--- src/rtl/pcm_unpack_level_meter_assert.svh ---
// Assertion macros for the RTL file that checks its own logic.
// Each expects clk_i and rst_ni in scope.
`ifndef PCM_UNPACK_LEVEL_METER_ASSERT_SVH
`define PCM_UNPACK_LEVEL_METER_ASSERT_SVH

// Consequent must hold in the same cycle as the antecedent
`define PCMLM_ASSERT_NOW(lbl, ante, cons, msg) \
  lbl: assert property (@(posedge clk_i) disable iff (!rst_ni) (ante) |-> (cons)) \
    else $error(msg);

// Consequent must hold in the cycle after the antecedent
`define PCMLM_ASSERT_NEXT(lbl, ante, cons, msg) \
  lbl: assert property (@(posedge clk_i) disable iff (!rst_ni) (ante) |=> (cons)) \
    else $error(msg);

`endif

--- src/rtl/pcmlm_pkg.sv ---
`default_nettype none

package pcmlm_pkg;

  // Sizes
  localparam int MAX_CHANNELS     = 8;
  localparam int CHAN_W           = 3;
  localparam int MAX_BLOCK_FRAMES = 8192;
  localparam int FRAME_W          = 14;
  localparam int SAMPLE_W         = 32;
  localparam int SUM_W            = 45;
  localparam int CFG_W            = 14;
  localparam int CFG_IDX_W        = 3;
  localparam int QUO_W            = 31;
  localparam int DIV_CNT_W        = 5;
  localparam int TDATA_W          = 104;

  localparam logic [SAMPLE_W-1:0] TOP_BIT    = 32'h8000_0000;
  localparam logic [SAMPLE_W-1:0] MEAN_LIMIT = 32'h8000_0000;

  // Configuration register indexes
  typedef enum logic [CFG_IDX_W-1:0] {
    CFG_SAMPLE_BYTES = 3'd0,
    CFG_SIGNED       = 3'd1,
    CFG_BIG_ENDIAN   = 3'd2,
    CFG_CHANNELS     = 3'd3,
    CFG_BLOCK_FRAMES = 3'd4
  } cfg_idx_e;

  // Divider request and response
  typedef struct packed {
    logic                start;
    logic [SUM_W-1:0]    dividend;
    logic [FRAME_W-1:0]  divisor;
  } div_req_t;

  typedef struct packed {
    logic                done;
    logic [SAMPLE_W-1:0] mean;
  } div_rsp_t;

endpackage

`default_nettype wire

--- src/rtl/pcmlm_div.sv ---
`default_nettype none

// Serial restoring divider for the mean square: one quotient bit a cycle,
// result saturated at MEAN_LIMIT.
module pcmlm_div (
  input  logic                clk_i,
  input  logic                rst_ni,
  input  pcmlm_pkg::div_req_t req_i,
  output pcmlm_pkg::div_rsp_t rsp_o
);
  import pcmlm_pkg::*;

  logic                 busy_q;
  logic                 done_q;
  logic [DIV_CNT_W-1:0] cnt_q;
  logic                 sat_q;
  logic [FRAME_W-1:0]   rem_q;
  logic [QUO_W-1:0]     quo_q;
  logic [FRAME_W-1:0]   dsr_q;

  logic [FRAME_W:0]     trial;
  logic [FRAME_W:0]     diff;
  logic                 ge;
  logic                 sat_hit;

  // Trial subtract of one step, and the saturation test at start
  always_comb begin
    trial   = {rem_q, quo_q[QUO_W-1]};
    diff    = trial - {1'b0, dsr_q};
    ge      = trial >= {1'b0, dsr_q};
    sat_hit = req_i.dividend >= {req_i.divisor, {QUO_W{1'b0}}};
  end

  // Sequence the steps
  always_ff @(posedge clk_i or negedge rst_ni) begin
    if (!rst_ni) begin
      busy_q <= 1'b0;
      done_q <= 1'b0;
      cnt_q  <= '0;
    end else begin
      done_q <= 1'b0;
      if (req_i.start) begin
        if (sat_hit) begin
          done_q <= 1'b1;
        end else begin
          busy_q <= 1'b1;
          cnt_q  <= '0;
        end
      end else if (busy_q) begin
        cnt_q <= cnt_q + DIV_CNT_W'(1);
        if (cnt_q == DIV_CNT_W'(QUO_W - 1)) begin
          busy_q <= 1'b0;
          done_q <= 1'b1;
        end
      end
    end
  end

  // Load operands, then shift quotient bits in from the bottom
  always_ff @(posedge clk_i) begin
    if (req_i.start) begin
      sat_q <= sat_hit;
      rem_q <= req_i.dividend[SUM_W-1:QUO_W];
      quo_q <= req_i.dividend[QUO_W-1:0];
      dsr_q <= req_i.divisor;
    end else if (busy_q) begin
      rem_q <= ge ? diff[FRAME_W-1:0] : trial[FRAME_W-1:0];
      quo_q <= {quo_q[QUO_W-2:0], ge};
    end
  end

  assign rsp_o.done = done_q;
  assign rsp_o.mean = sat_q ? MEAN_LIMIT : {1'b0, quo_q};

endmodule

`default_nettype wire

--- src/rtl/pcm_unpack_level_meter.sv ---
// Channel     Dir  Beat contents
// s_axis      in   tdata: data_byte; tlast: end_of_data
// m_axis      out  tdata: channel, sample, peak, mean; tuser: kind; tlast: last_of_run
// cfg         in   write enable, register index, data; no read-back
//
// A byte that does not finish a sample leaves the input ready unless it ends the
// data with a report due; a finishing byte goes through memory read, square and
// write back, plus any output stall. Each channel of a report is read, checked,
// divided by the one-bit-a-cycle divider and sent; a saturated mean skips division.
// Reset clears positions and the per-channel valid bits at once; no sweep.
// Input is held off while an item is at work; results sit in one output register.
`default_nettype none
`include "pcm_unpack_level_meter_assert.svh"

module pcm_unpack_level_meter (
  input  logic                                 clk_i,
  input  logic                                 rst_ni,
  // Stream in
  input  logic                                 s_axis_tvalid,
  output logic                                 s_axis_tready,
  input  logic [7:0]                           s_axis_tdata,  // [7:0] data_byte
  input  logic                                 s_axis_tlast,
  // Stream out
  output logic                                 m_axis_tvalid,
  input  logic                                 m_axis_tready,
  // [2:0] channel_index, [34:3] sample_value, [66:35] peak_square,
  // [98:67] mean_square, [103:99] zero
  output logic [pcmlm_pkg::TDATA_W-1:0]        m_axis_tdata,
  output logic                                 m_axis_tuser,  // [0] result_kind
  output logic                                 m_axis_tlast,
  // Configuration writes
  input  logic                                 cfg_we_i,
  input  logic [pcmlm_pkg::CFG_IDX_W-1:0]      cfg_index_i,
  input  logic [pcmlm_pkg::CFG_W-1:0]          cfg_data_i
);
  import pcmlm_pkg::*;

  typedef enum logic [6:0] {
    S_IDLE = 7'b0000001,
    S_SQ   = 7'b0000010,
    S_WB   = 7'b0000100,
    S_RD   = 7'b0001000,
    S_CHK  = 7'b0010000,
    S_DIV  = 7'b0100000,
    S_PUT  = 7'b1000000
  } state_e;

  localparam int MEM_W = SUM_W + SAMPLE_W;

  // Configuration
  logic [2:0]          sbytes_q;
  logic                signed_q;
  logic                big_q;
  logic [3:0]          chans_raw_q;
  logic [FRAME_W-1:0]  frames_raw_q;
  logic [2:0]          nbytes;
  logic [3:0]          chans;
  logic [FRAME_W-1:0]  frames;

  // Stream position
  logic [1:0]          byte_pos_q;
  logic [SAMPLE_W-1:0] asm_q;
  logic [CHAN_W-1:0]   chan_pos_q;
  logic [FRAME_W-1:0]  fib_q;

  // Meter memory: {sum, peak} per channel, valid bits stand for cleared entries
  logic [MEM_W-1:0]        meter_mem [MAX_CHANNELS];
  logic [MEM_W-1:0]        rd_q;
  logic [MAX_CHANNELS-1:0] valid_q;
  logic                    rd_en;
  logic [CHAN_W-1:0]       rd_addr;
  logic                    mem_we;
  logic [MEM_W-1:0]        mem_wdata;

  // Item in flight
  state_e              state_q;
  logic [SAMPLE_W-1:0] v_q;
  logic [CHAN_W-1:0]   chan_q;
  logic [SAMPLE_W-1:0] sq_q;
  logic                do_rep_q;
  logic                eod_q;
  logic [FRAME_W-1:0]  rep_frames_q;
  logic [3:0]          rep_chans_q;
  logic [CHAN_W-1:0]   rep_cnt_q;
  logic [SAMPLE_W-1:0] peak_q;

  // Output register
  logic                m_valid_q;
  logic                m_kind_q;
  logic [CHAN_W-1:0]   m_chan_q;
  logic [SAMPLE_W-1:0] m_sample_q;
  logic [SAMPLE_W-1:0] m_peak_q;
  logic [SAMPLE_W-1:0] m_mean_q;
  logic                m_last_q;

  // Combinational
  logic                accept;
  logic [1:0]          pos;
  logic [2:0]          lane_w;
  logic [1:0]          lane;
  logic [SAMPLE_W-1:0] asm_new;
  logic                complete;
  logic [SAMPLE_W-1:0] sample_v;
  logic                frame_end;
  logic [FRAME_W-1:0]  fib_next;
  logic                block_end;
  logic                eod;
  logic                report;
  logic [SAMPLE_W-1:0] mag;
  logic [63:0]         prod;
  logic [SAMPLE_W-1:0] old_peak;
  logic [SUM_W-1:0]    old_sum;
  logic [SAMPLE_W-1:0] peak_new;
  logic [SUM_W-1:0]    sum_new;
  logic                push_ok;
  logic                push_sample;
  logic                push_report;
  logic                rep_last;
  logic                clear_valid;
  div_req_t            div_req;
  div_rsp_t            div_rsp;

  // Clamp configuration to its working range
  always_comb begin
    if (sbytes_q == 3'd0) begin
      nbytes = 3'd1;
    end else if (sbytes_q inside {[3'd5:3'd7]}) begin
      nbytes = 3'd4;
    end else begin
      nbytes = sbytes_q;
    end
    if (chans_raw_q == 4'd0) begin
      chans = 4'd1;
    end else if (chans_raw_q > 4'(MAX_CHANNELS)) begin
      chans = 4'(MAX_CHANNELS);
    end else begin
      chans = chans_raw_q;
    end
    if (frames_raw_q == '0) begin
      frames = FRAME_W'(1);
    end else if (frames_raw_q > FRAME_W'(MAX_BLOCK_FRAMES)) begin
      frames = FRAME_W'(MAX_BLOCK_FRAMES);
    end else begin
      frames = frames_raw_q;
    end
  end

  // Take configuration writes
  always_ff @(posedge clk_i or negedge rst_ni) begin
    if (!rst_ni) begin
      sbytes_q     <= 3'd2;
      signed_q     <= 1'b1;
      big_q        <= 1'b0;
      chans_raw_q  <= 4'd2;
      frames_raw_q <= FRAME_W'(1024);
    end else if (cfg_we_i) begin
      case (cfg_index_i)
        CFG_SAMPLE_BYTES: sbytes_q     <= cfg_data_i[2:0];
        CFG_SIGNED:       signed_q     <= cfg_data_i[0];
        CFG_BIG_ENDIAN:   big_q        <= cfg_data_i[0];
        CFG_CHANNELS:     chans_raw_q  <= cfg_data_i[3:0];
        CFG_BLOCK_FRAMES: frames_raw_q <= cfg_data_i[FRAME_W-1:0];
        default: ;
      endcase
    end
  end

  assign accept        = s_axis_tvalid && s_axis_tready;
  assign s_axis_tready = (state_q == S_IDLE);
  assign eod           = s_axis_tlast;

  // Place the byte and decide sample, frame and block ends
  always_comb begin
    pos = byte_pos_q;
    if ({1'b0, byte_pos_q} > (nbytes - 3'd1)) begin
      pos = 2'(nbytes - 3'd1);
    end
    lane_w = 3'd4 - nbytes + {1'b0, pos};
    lane   = big_q ? (2'd3 - pos) : lane_w[1:0];
    asm_new   = asm_q | ({24'b0, s_axis_tdata} << {lane, 3'b000});
    complete  = ({1'b0, pos} + 3'd1) >= nbytes;
    sample_v  = asm_new ^ (signed_q ? '0 : TOP_BIT);
    frame_end = complete && (({1'b0, chan_pos_q} + 4'd1) >= chans);
    fib_next  = frame_end ? (fib_q + FRAME_W'(1)) : fib_q;
    block_end = frame_end && (fib_next >= frames);
    report    = block_end || (eod && (fib_next != '0));
  end

  // Advance stream positions on each accepted byte
  always_ff @(posedge clk_i or negedge rst_ni) begin
    if (!rst_ni) begin
      byte_pos_q <= '0;
      asm_q      <= '0;
      chan_pos_q <= '0;
      fib_q      <= '0;
    end else if (accept) begin
      if (eod) begin
        byte_pos_q <= '0;
        asm_q      <= '0;
        chan_pos_q <= '0;
        fib_q      <= '0;
      end else if (complete) begin
        byte_pos_q <= '0;
        asm_q      <= '0;
        if (frame_end) begin
          chan_pos_q <= '0;
          fib_q      <= block_end ? '0 : fib_next;
        end else begin
          chan_pos_q <= chan_pos_q + CHAN_W'(1);
        end
      end else begin
        byte_pos_q <= pos + 2'd1;
        asm_q      <= asm_new;
      end
    end
  end

  // Square and meter update
  always_comb begin
    mag      = v_q[SAMPLE_W-1] ? (~v_q + 32'd1) : v_q;
    prod     = 64'(mag) * 64'(mag);
    old_peak = valid_q[chan_q] ? rd_q[SAMPLE_W-1:0] : '0;
    old_sum  = valid_q[chan_q] ? rd_q[MEM_W-1:SAMPLE_W] : '0;
    peak_new = (sq_q > old_peak) ? sq_q : old_peak;
    sum_new  = old_sum + {{(SUM_W-SAMPLE_W){1'b0}}, sq_q};
  end

  assign push_ok     = !m_valid_q || m_axis_tready;
  assign push_sample = (state_q == S_WB) && push_ok;
  assign push_report = (state_q == S_PUT) && push_ok;
  assign rep_last    = ({1'b0, rep_cnt_q} == (rep_chans_q - 4'd1));

  assign rd_en     = (accept && complete) || (state_q == S_RD);
  assign rd_addr   = (state_q == S_RD) ? rep_cnt_q : chan_pos_q;
  assign mem_we    = push_sample;
  assign mem_wdata = {sum_new, peak_new};

  assign clear_valid = (accept && eod && !complete && !report)
                    || (push_sample && eod_q && !do_rep_q)
                    || (push_report && rep_last);

  // Meter memory, registered read
  always_ff @(posedge clk_i) begin
    if (mem_we) begin
      meter_mem[chan_q] <= mem_wdata;
    end
    if (rd_en) begin
      rd_q <= meter_mem[rd_addr];
    end
  end

  // Valid bits: drop all on a meter clear, mark an entry on write back
  always_ff @(posedge clk_i or negedge rst_ni) begin
    if (!rst_ni) begin
      valid_q <= '0;
    end else if (clear_valid) begin
      valid_q <= '0;
    end else if (mem_we) begin
      valid_q[chan_q] <= 1'b1;
    end
  end

  // Divider hookup
  always_comb begin
    div_req.start    = (state_q == S_CHK);
    div_req.dividend = valid_q[rep_cnt_q] ? rd_q[MEM_W-1:SAMPLE_W] : '0;
    div_req.divisor  = rep_frames_q;
  end

  pcmlm_div u_div (
    .clk_i  (clk_i),
    .rst_ni (rst_ni),
    .req_i  (div_req),
    .rsp_o  (div_rsp)
  );

  // Sequencer
  always_ff @(posedge clk_i or negedge rst_ni) begin
    if (!rst_ni) begin
      state_q   <= S_IDLE;
      rep_cnt_q <= '0;
      do_rep_q  <= 1'b0;
      eod_q     <= 1'b0;
    end else begin
      case (state_q)
        S_IDLE: begin
          if (accept) begin
            do_rep_q  <= report;
            eod_q     <= eod;
            rep_cnt_q <= '0;
            if (complete) begin
              state_q <= S_SQ;
            end else if (report) begin
              state_q <= S_RD;
            end
          end
        end
        S_SQ: state_q <= S_WB;
        S_WB: begin
          if (push_ok) begin
            state_q <= do_rep_q ? S_RD : S_IDLE;
          end
        end
        S_RD:  state_q <= S_CHK;
        S_CHK: state_q <= S_DIV;
        S_DIV: begin
          if (div_rsp.done) begin
            state_q <= S_PUT;
          end
        end
        S_PUT: begin
          if (push_ok) begin
            if (rep_last) begin
              state_q <= S_IDLE;
            end else begin
              rep_cnt_q <= rep_cnt_q + CHAN_W'(1);
              state_q   <= S_RD;
            end
          end
        end
        default: state_q <= S_IDLE;
      endcase
    end
  end

  // Item payload
  always_ff @(posedge clk_i) begin
    if (accept) begin
      v_q          <= sample_v;
      chan_q       <= chan_pos_q;
      rep_frames_q <= fib_next;
      rep_chans_q  <= chans;
    end
    if (state_q == S_SQ) begin
      sq_q <= prod[62:31];
    end
    if (state_q == S_CHK) begin
      peak_q <= valid_q[rep_cnt_q] ? rd_q[SAMPLE_W-1:0] : '0;
    end
  end

  // Output register: hold until taken
  always_ff @(posedge clk_i or negedge rst_ni) begin
    if (!rst_ni) begin
      m_valid_q <= 1'b0;
    end else if (push_sample || push_report) begin
      m_valid_q <= 1'b1;
    end else if (m_axis_tready) begin
      m_valid_q <= 1'b0;
    end
  end

  always_ff @(posedge clk_i) begin
    if (push_sample) begin
      m_kind_q   <= 1'b0;
      m_chan_q   <= chan_q;
      m_sample_q <= v_q;
      m_peak_q   <= '0;
      m_mean_q   <= '0;
      m_last_q   <= !do_rep_q;
    end else if (push_report) begin
      m_kind_q   <= 1'b1;
      m_chan_q   <= rep_cnt_q;
      m_sample_q <= '0;
      m_peak_q   <= peak_q;
      m_mean_q   <= div_rsp.mean;
      m_last_q   <= rep_last;
    end
  end

  assign m_axis_tvalid = m_valid_q;
  assign m_axis_tdata  = {{(TDATA_W-CHAN_W-3*SAMPLE_W){1'b0}},
                          m_mean_q, m_peak_q, m_sample_q, m_chan_q};
  assign m_axis_tuser  = m_kind_q;
  assign m_axis_tlast  = m_last_q;

  // Checks
  `PCMLM_ASSERT_NOW(a_more_results_busy, m_axis_tvalid && m_axis_tready && !m_axis_tlast, !s_axis_tready, "input taken while results of a run still pending")
  `PCMLM_ASSERT_NOW(a_div_done_in_div, div_rsp.done, state_q == S_DIV, "divider finished outside the division wait")
  `PCMLM_ASSERT_NEXT(a_eod_clears_pos, accept && s_axis_tlast, (byte_pos_q == '0) && (chan_pos_q == '0) && (fib_q == '0), "positions not cleared after end of data")

endmodule

`default_nettype wire
--- config.mk ---
export PLATFORM = sky130hd
export DESIGN_NAME = pcm_unpack_level_meter
export DESIGN_NICKNAME = d
export VERILOG_FILES = /design/src/rtl/pcmlm_pkg.sv /design/src/rtl/pcmlm_div.sv /design/src/rtl/pcm_unpack_level_meter.sv
export VERILOG_INCLUDE_DIRS = /design/src /design/src/rtl
export SDC_FILE = /design/constraint.sdc
export NUM_CORES = 2
export LEC_CHECK = 0
export ABC_AREA = 1
export ABC_CLOCK_PERIOD_IN_PS = 20300
export BUFFER_PORTS_ARGS = -buffer_cell sky130_fd_sc_hd__buf_4
export CORE_MARGIN = 2
export CORE_UTILIZATION = 35
export CTS_CLUSTER_SIZE = 20
export DETAILED_ROUTE_END_ITERATION = 16
export GPL_ROUTABILITY_DRIVEN = 0
export GPL_TIMING_DRIVEN = 0
export SLEW_MARGIN = 10
export SYNTH_ARGS = -nofsm -noshare
export SYNTH_HDL_FRONTEND = slang
export SYNTH_HIERARCHICAL = 1
export SYNTH_SLANG_ARGS = --single-unit
--- constraint.sdc ---
create_clock -name clk_i -period 20.3 [get_ports clk_i]
set_input_delay 2.03 -clock clk_i [delete_from_list [all_inputs] [get_ports clk_i]]
set_output_delay 2.03 -clock clk_i [all_outputs]
set_load 0.01 [all_outputs]
==> summary.txt <==
Die Area -> 0.225 sq mm
Startpoint types -> flip-flop
Post-CTS Hold Fix Bufs -> 0
Met3 Track Usage GR -> 4.52%
Largest net degree at the start of global routing -> 103
Cell variety after synth -> 77
Worst Path Max Fanout -> 10
Max Cap Viol -> 0
Via count -> 58.1k
Initial core utilization -> 35.3%
Sequential fraction of the synthesis area -> 40.0%
Wirelength, routed -> 248,000 um
Setup TNS Final -> 0 ns
Fmax -> 88.0 MHz
Yosys warns -> 6
Die Span Y -> 475 um
Vias/cell -> 5.15
Layout cell share with drive strength beyond 1 -> 7.49%
CP max stage delay -> 0.90 ns
Core area -> 0.220 sq mm
Crit-path slowest cell -> clkbuf_1
CTS root buf -> clkbuf_16
Worst Path Arrival -> 11.86 ns
CP Capture Type -> flip-flop
Drt initial violations -> 6,005
Setup violators final -> 0
DRC -> 0
Setup bufs post-CTS -> 0
First drt pass iteration count -> 10
Synthesized area -> 0.0776 sq mm
Post-route ant nets -> 0
CTS tree -> built
Area grow syn2layout -> 12.0%
Clock Skew -> 0.0521 ns
Routed length per instance -> 22.0 um
# resized after CTS -> 0
Async SR Flop Fraction -> 9.51%
Crit path time final -> 11.37 ns
Post-Synthesis Cells -> 7,928
Slew Limit Headroom -> 2.46%
GR Util met2 -> 34.5%
RSZ-0062 raised after global routing -> false
H-tree depth -> 3
Chip Width -> 475 um
GRT busiest layer -> met2
Vias in the first global route -> 59.4k
FF+latch count, synth -> 1,073
GRT overflow -> 0
Total GRT Usage -> 21.9%
Dominant synthesized flop cell -> edfxtp_1
CTS Buf Count -> 111
Outcome -> complete, no violations
CTS clk-pin slew, worst paths -> 0.06 ns
Global-route wire length before repair -> 369,000 um
IO Pins -> 139
Final Max Slew Viols -> 0
Layout Nets -> 9,463
Worst Tran Pin Value -> 1.46 ns
Row Count -> 172
Input/output buffers -> 133
Syn avg cell area -> 9.79 sq um
DP HPWL -> 190,000 um
Sink Count -> 1,073
Post-synth EDFFs -> 906
Max clock buf depth -> 3
Tcrit/Tclk final -> 56.0%
Initial antenna violation count -> 4
CP Class -> flip-flop to flip-flop
Hold Path Class -> flip-flop to flip-flop
Worst-Skew Late Latency -> 0.76 ns
GR Layer Usage met1 -> 28.7%
Fin. Hold Viols -> 0
Critical path required time -> 20.79 ns
## cell usage in the layout (no fill, tap or decap), types with 85 or more instances in the layout
| cell | n |
|---|---|
| nand3_1 | 140 |
| ha_1 | 396 |
| o22ai_1 | 85 |
| o21bai_1 | 174 |
| buf_4 | 147 |
| o21ai_0 | 533 |
| inv_1 | 1536 |
| dfrtp_1 | 97 |
| a21oi_1 | 216 |
| fa_1 | 799 |
| nor2_1 | 1119 |
| clkbuf_16 | 111 |
| edfxtp_1 | 906 |
| a31oi_1 | 127 |
| nand2_1 | 944 |
| clkbuf_1 | 181 |
## routing by layer
| layer | vias to the layer above | wire, um |
|---|---|---|
| li1 | 26000 | - |
| met1 | 28700 | 99100 |
| met2 | 2824 | 111000 |
| met3 | 625 | 23700 |
| met4 | 4 | 14400 |
| met5 | - | 27 |
## per-stage QoR
step | hold slack, ns | setup WS, ns | instance area (sq um) | std cells | utilization, %
finish | 0.452 | 8.93 | 86900 | 11300 | 39.5
global route | 0.465 | 8.67 | 86900 | 11300 | 39.5
CTS | 0.453 | 9.25 | 86900 | 11300 | 39.5
detailed placement | 0.439 | 9.28 | 83300 | 11100 | 37.9
global placement | 0.435 | 5.70 | 82400 | 11000 | 37.5
floorplan | 0.426 | 11.27 | 77700 | 7956 | -
## cell type report
type	count	area, sq um
multi-input combinational	5021	39500
clock inverter	73	736
buffer	282	1320
clock buffer	139	2910
fill	21600	133000
antenna	2	5.00
sequential	1073	31100
inverter	1580	5940
timing repair buffer	168	1760
tap	2958	3700
## critical path, delay by kind of cell (launching register included)
family,cells,cell delay [ns]
flops,1,0.50
compound gates,6,1.21
fa+ha+maj,10,5.09
simple gates,11,1.81
buf+inv,9,2.46
## worst paths after layout
path / start / endpoint / slack [ns] / cells past startpoint
worst max-delay path: v_q[0] / sq_q[28] / 8.93 / 36
worst min-delay path: rep_frames_q[4] / u_div/dsr_q[4] / 0.45 / 0
worst max register to register: v_q[0] / sq_q[28] / 8.93 / 36
worst min register to register: rep_frames_q[4] / u_div/dsr_q[4] / 0.45 / 0
max in group asynchronous: rst_ni / valid_q[1] / 18.18 / 1
min in group asynchronous: rst_ni / frames_raw_q[4] / 1.40 / 1
## cells in the mapped netlist (all sizes together), types with 85 or more instances
cell type,n,area [sq um]
a21oi,218,1100
a31oi,127,795
buf,124,719
clkbuf,158,593
dfrtp,97,2430
edfxtp,906,27200
fa,799,16000
ha,396,4950
inv,1572,5910
nand2,969,3720
nand3,146,776
nor2,1179,4640
o21ai,594,3010
o21bai,176,1340
o22ai,85,532
## flip-flops by register name (all words and copies together) (netlist names), 4 cells and up
signal        flops
asm_q            32
chans_raw_q       4
fib_q            14
frames_raw_q     14
m_mean_q         32
m_peak_q         32
m_sample_q       32
meter_mem       616
peak_q           32
rd_q             77
rep_chans_q       4
rep_frames_q     14
sq_q             32
state_q           7
u_div/cnt_q       5
u_div/dsr_q      14
u_div/quo_q      31
u_div/rem_q      14
v_q              32
valid_q           8
## cell families after synthesis
logic type                 count (synthesis)  synth area share (%)
AOI/OAI and AO/OA                       1276                  9.50
xor gates and xnor gates                 110                  1.30
and+or+nand+nor                         2401                  12.7
muxes                                      9                 0.131
DFF                                     1073                  40.0
other                                      2               0.00968
buffers and inverters                   1862                  9.35
adders and majority gates               1195                  27.0
Power is not shown: default switching activity piles up to over one toggle a cycle in this logic, so the estimate is an artifact.
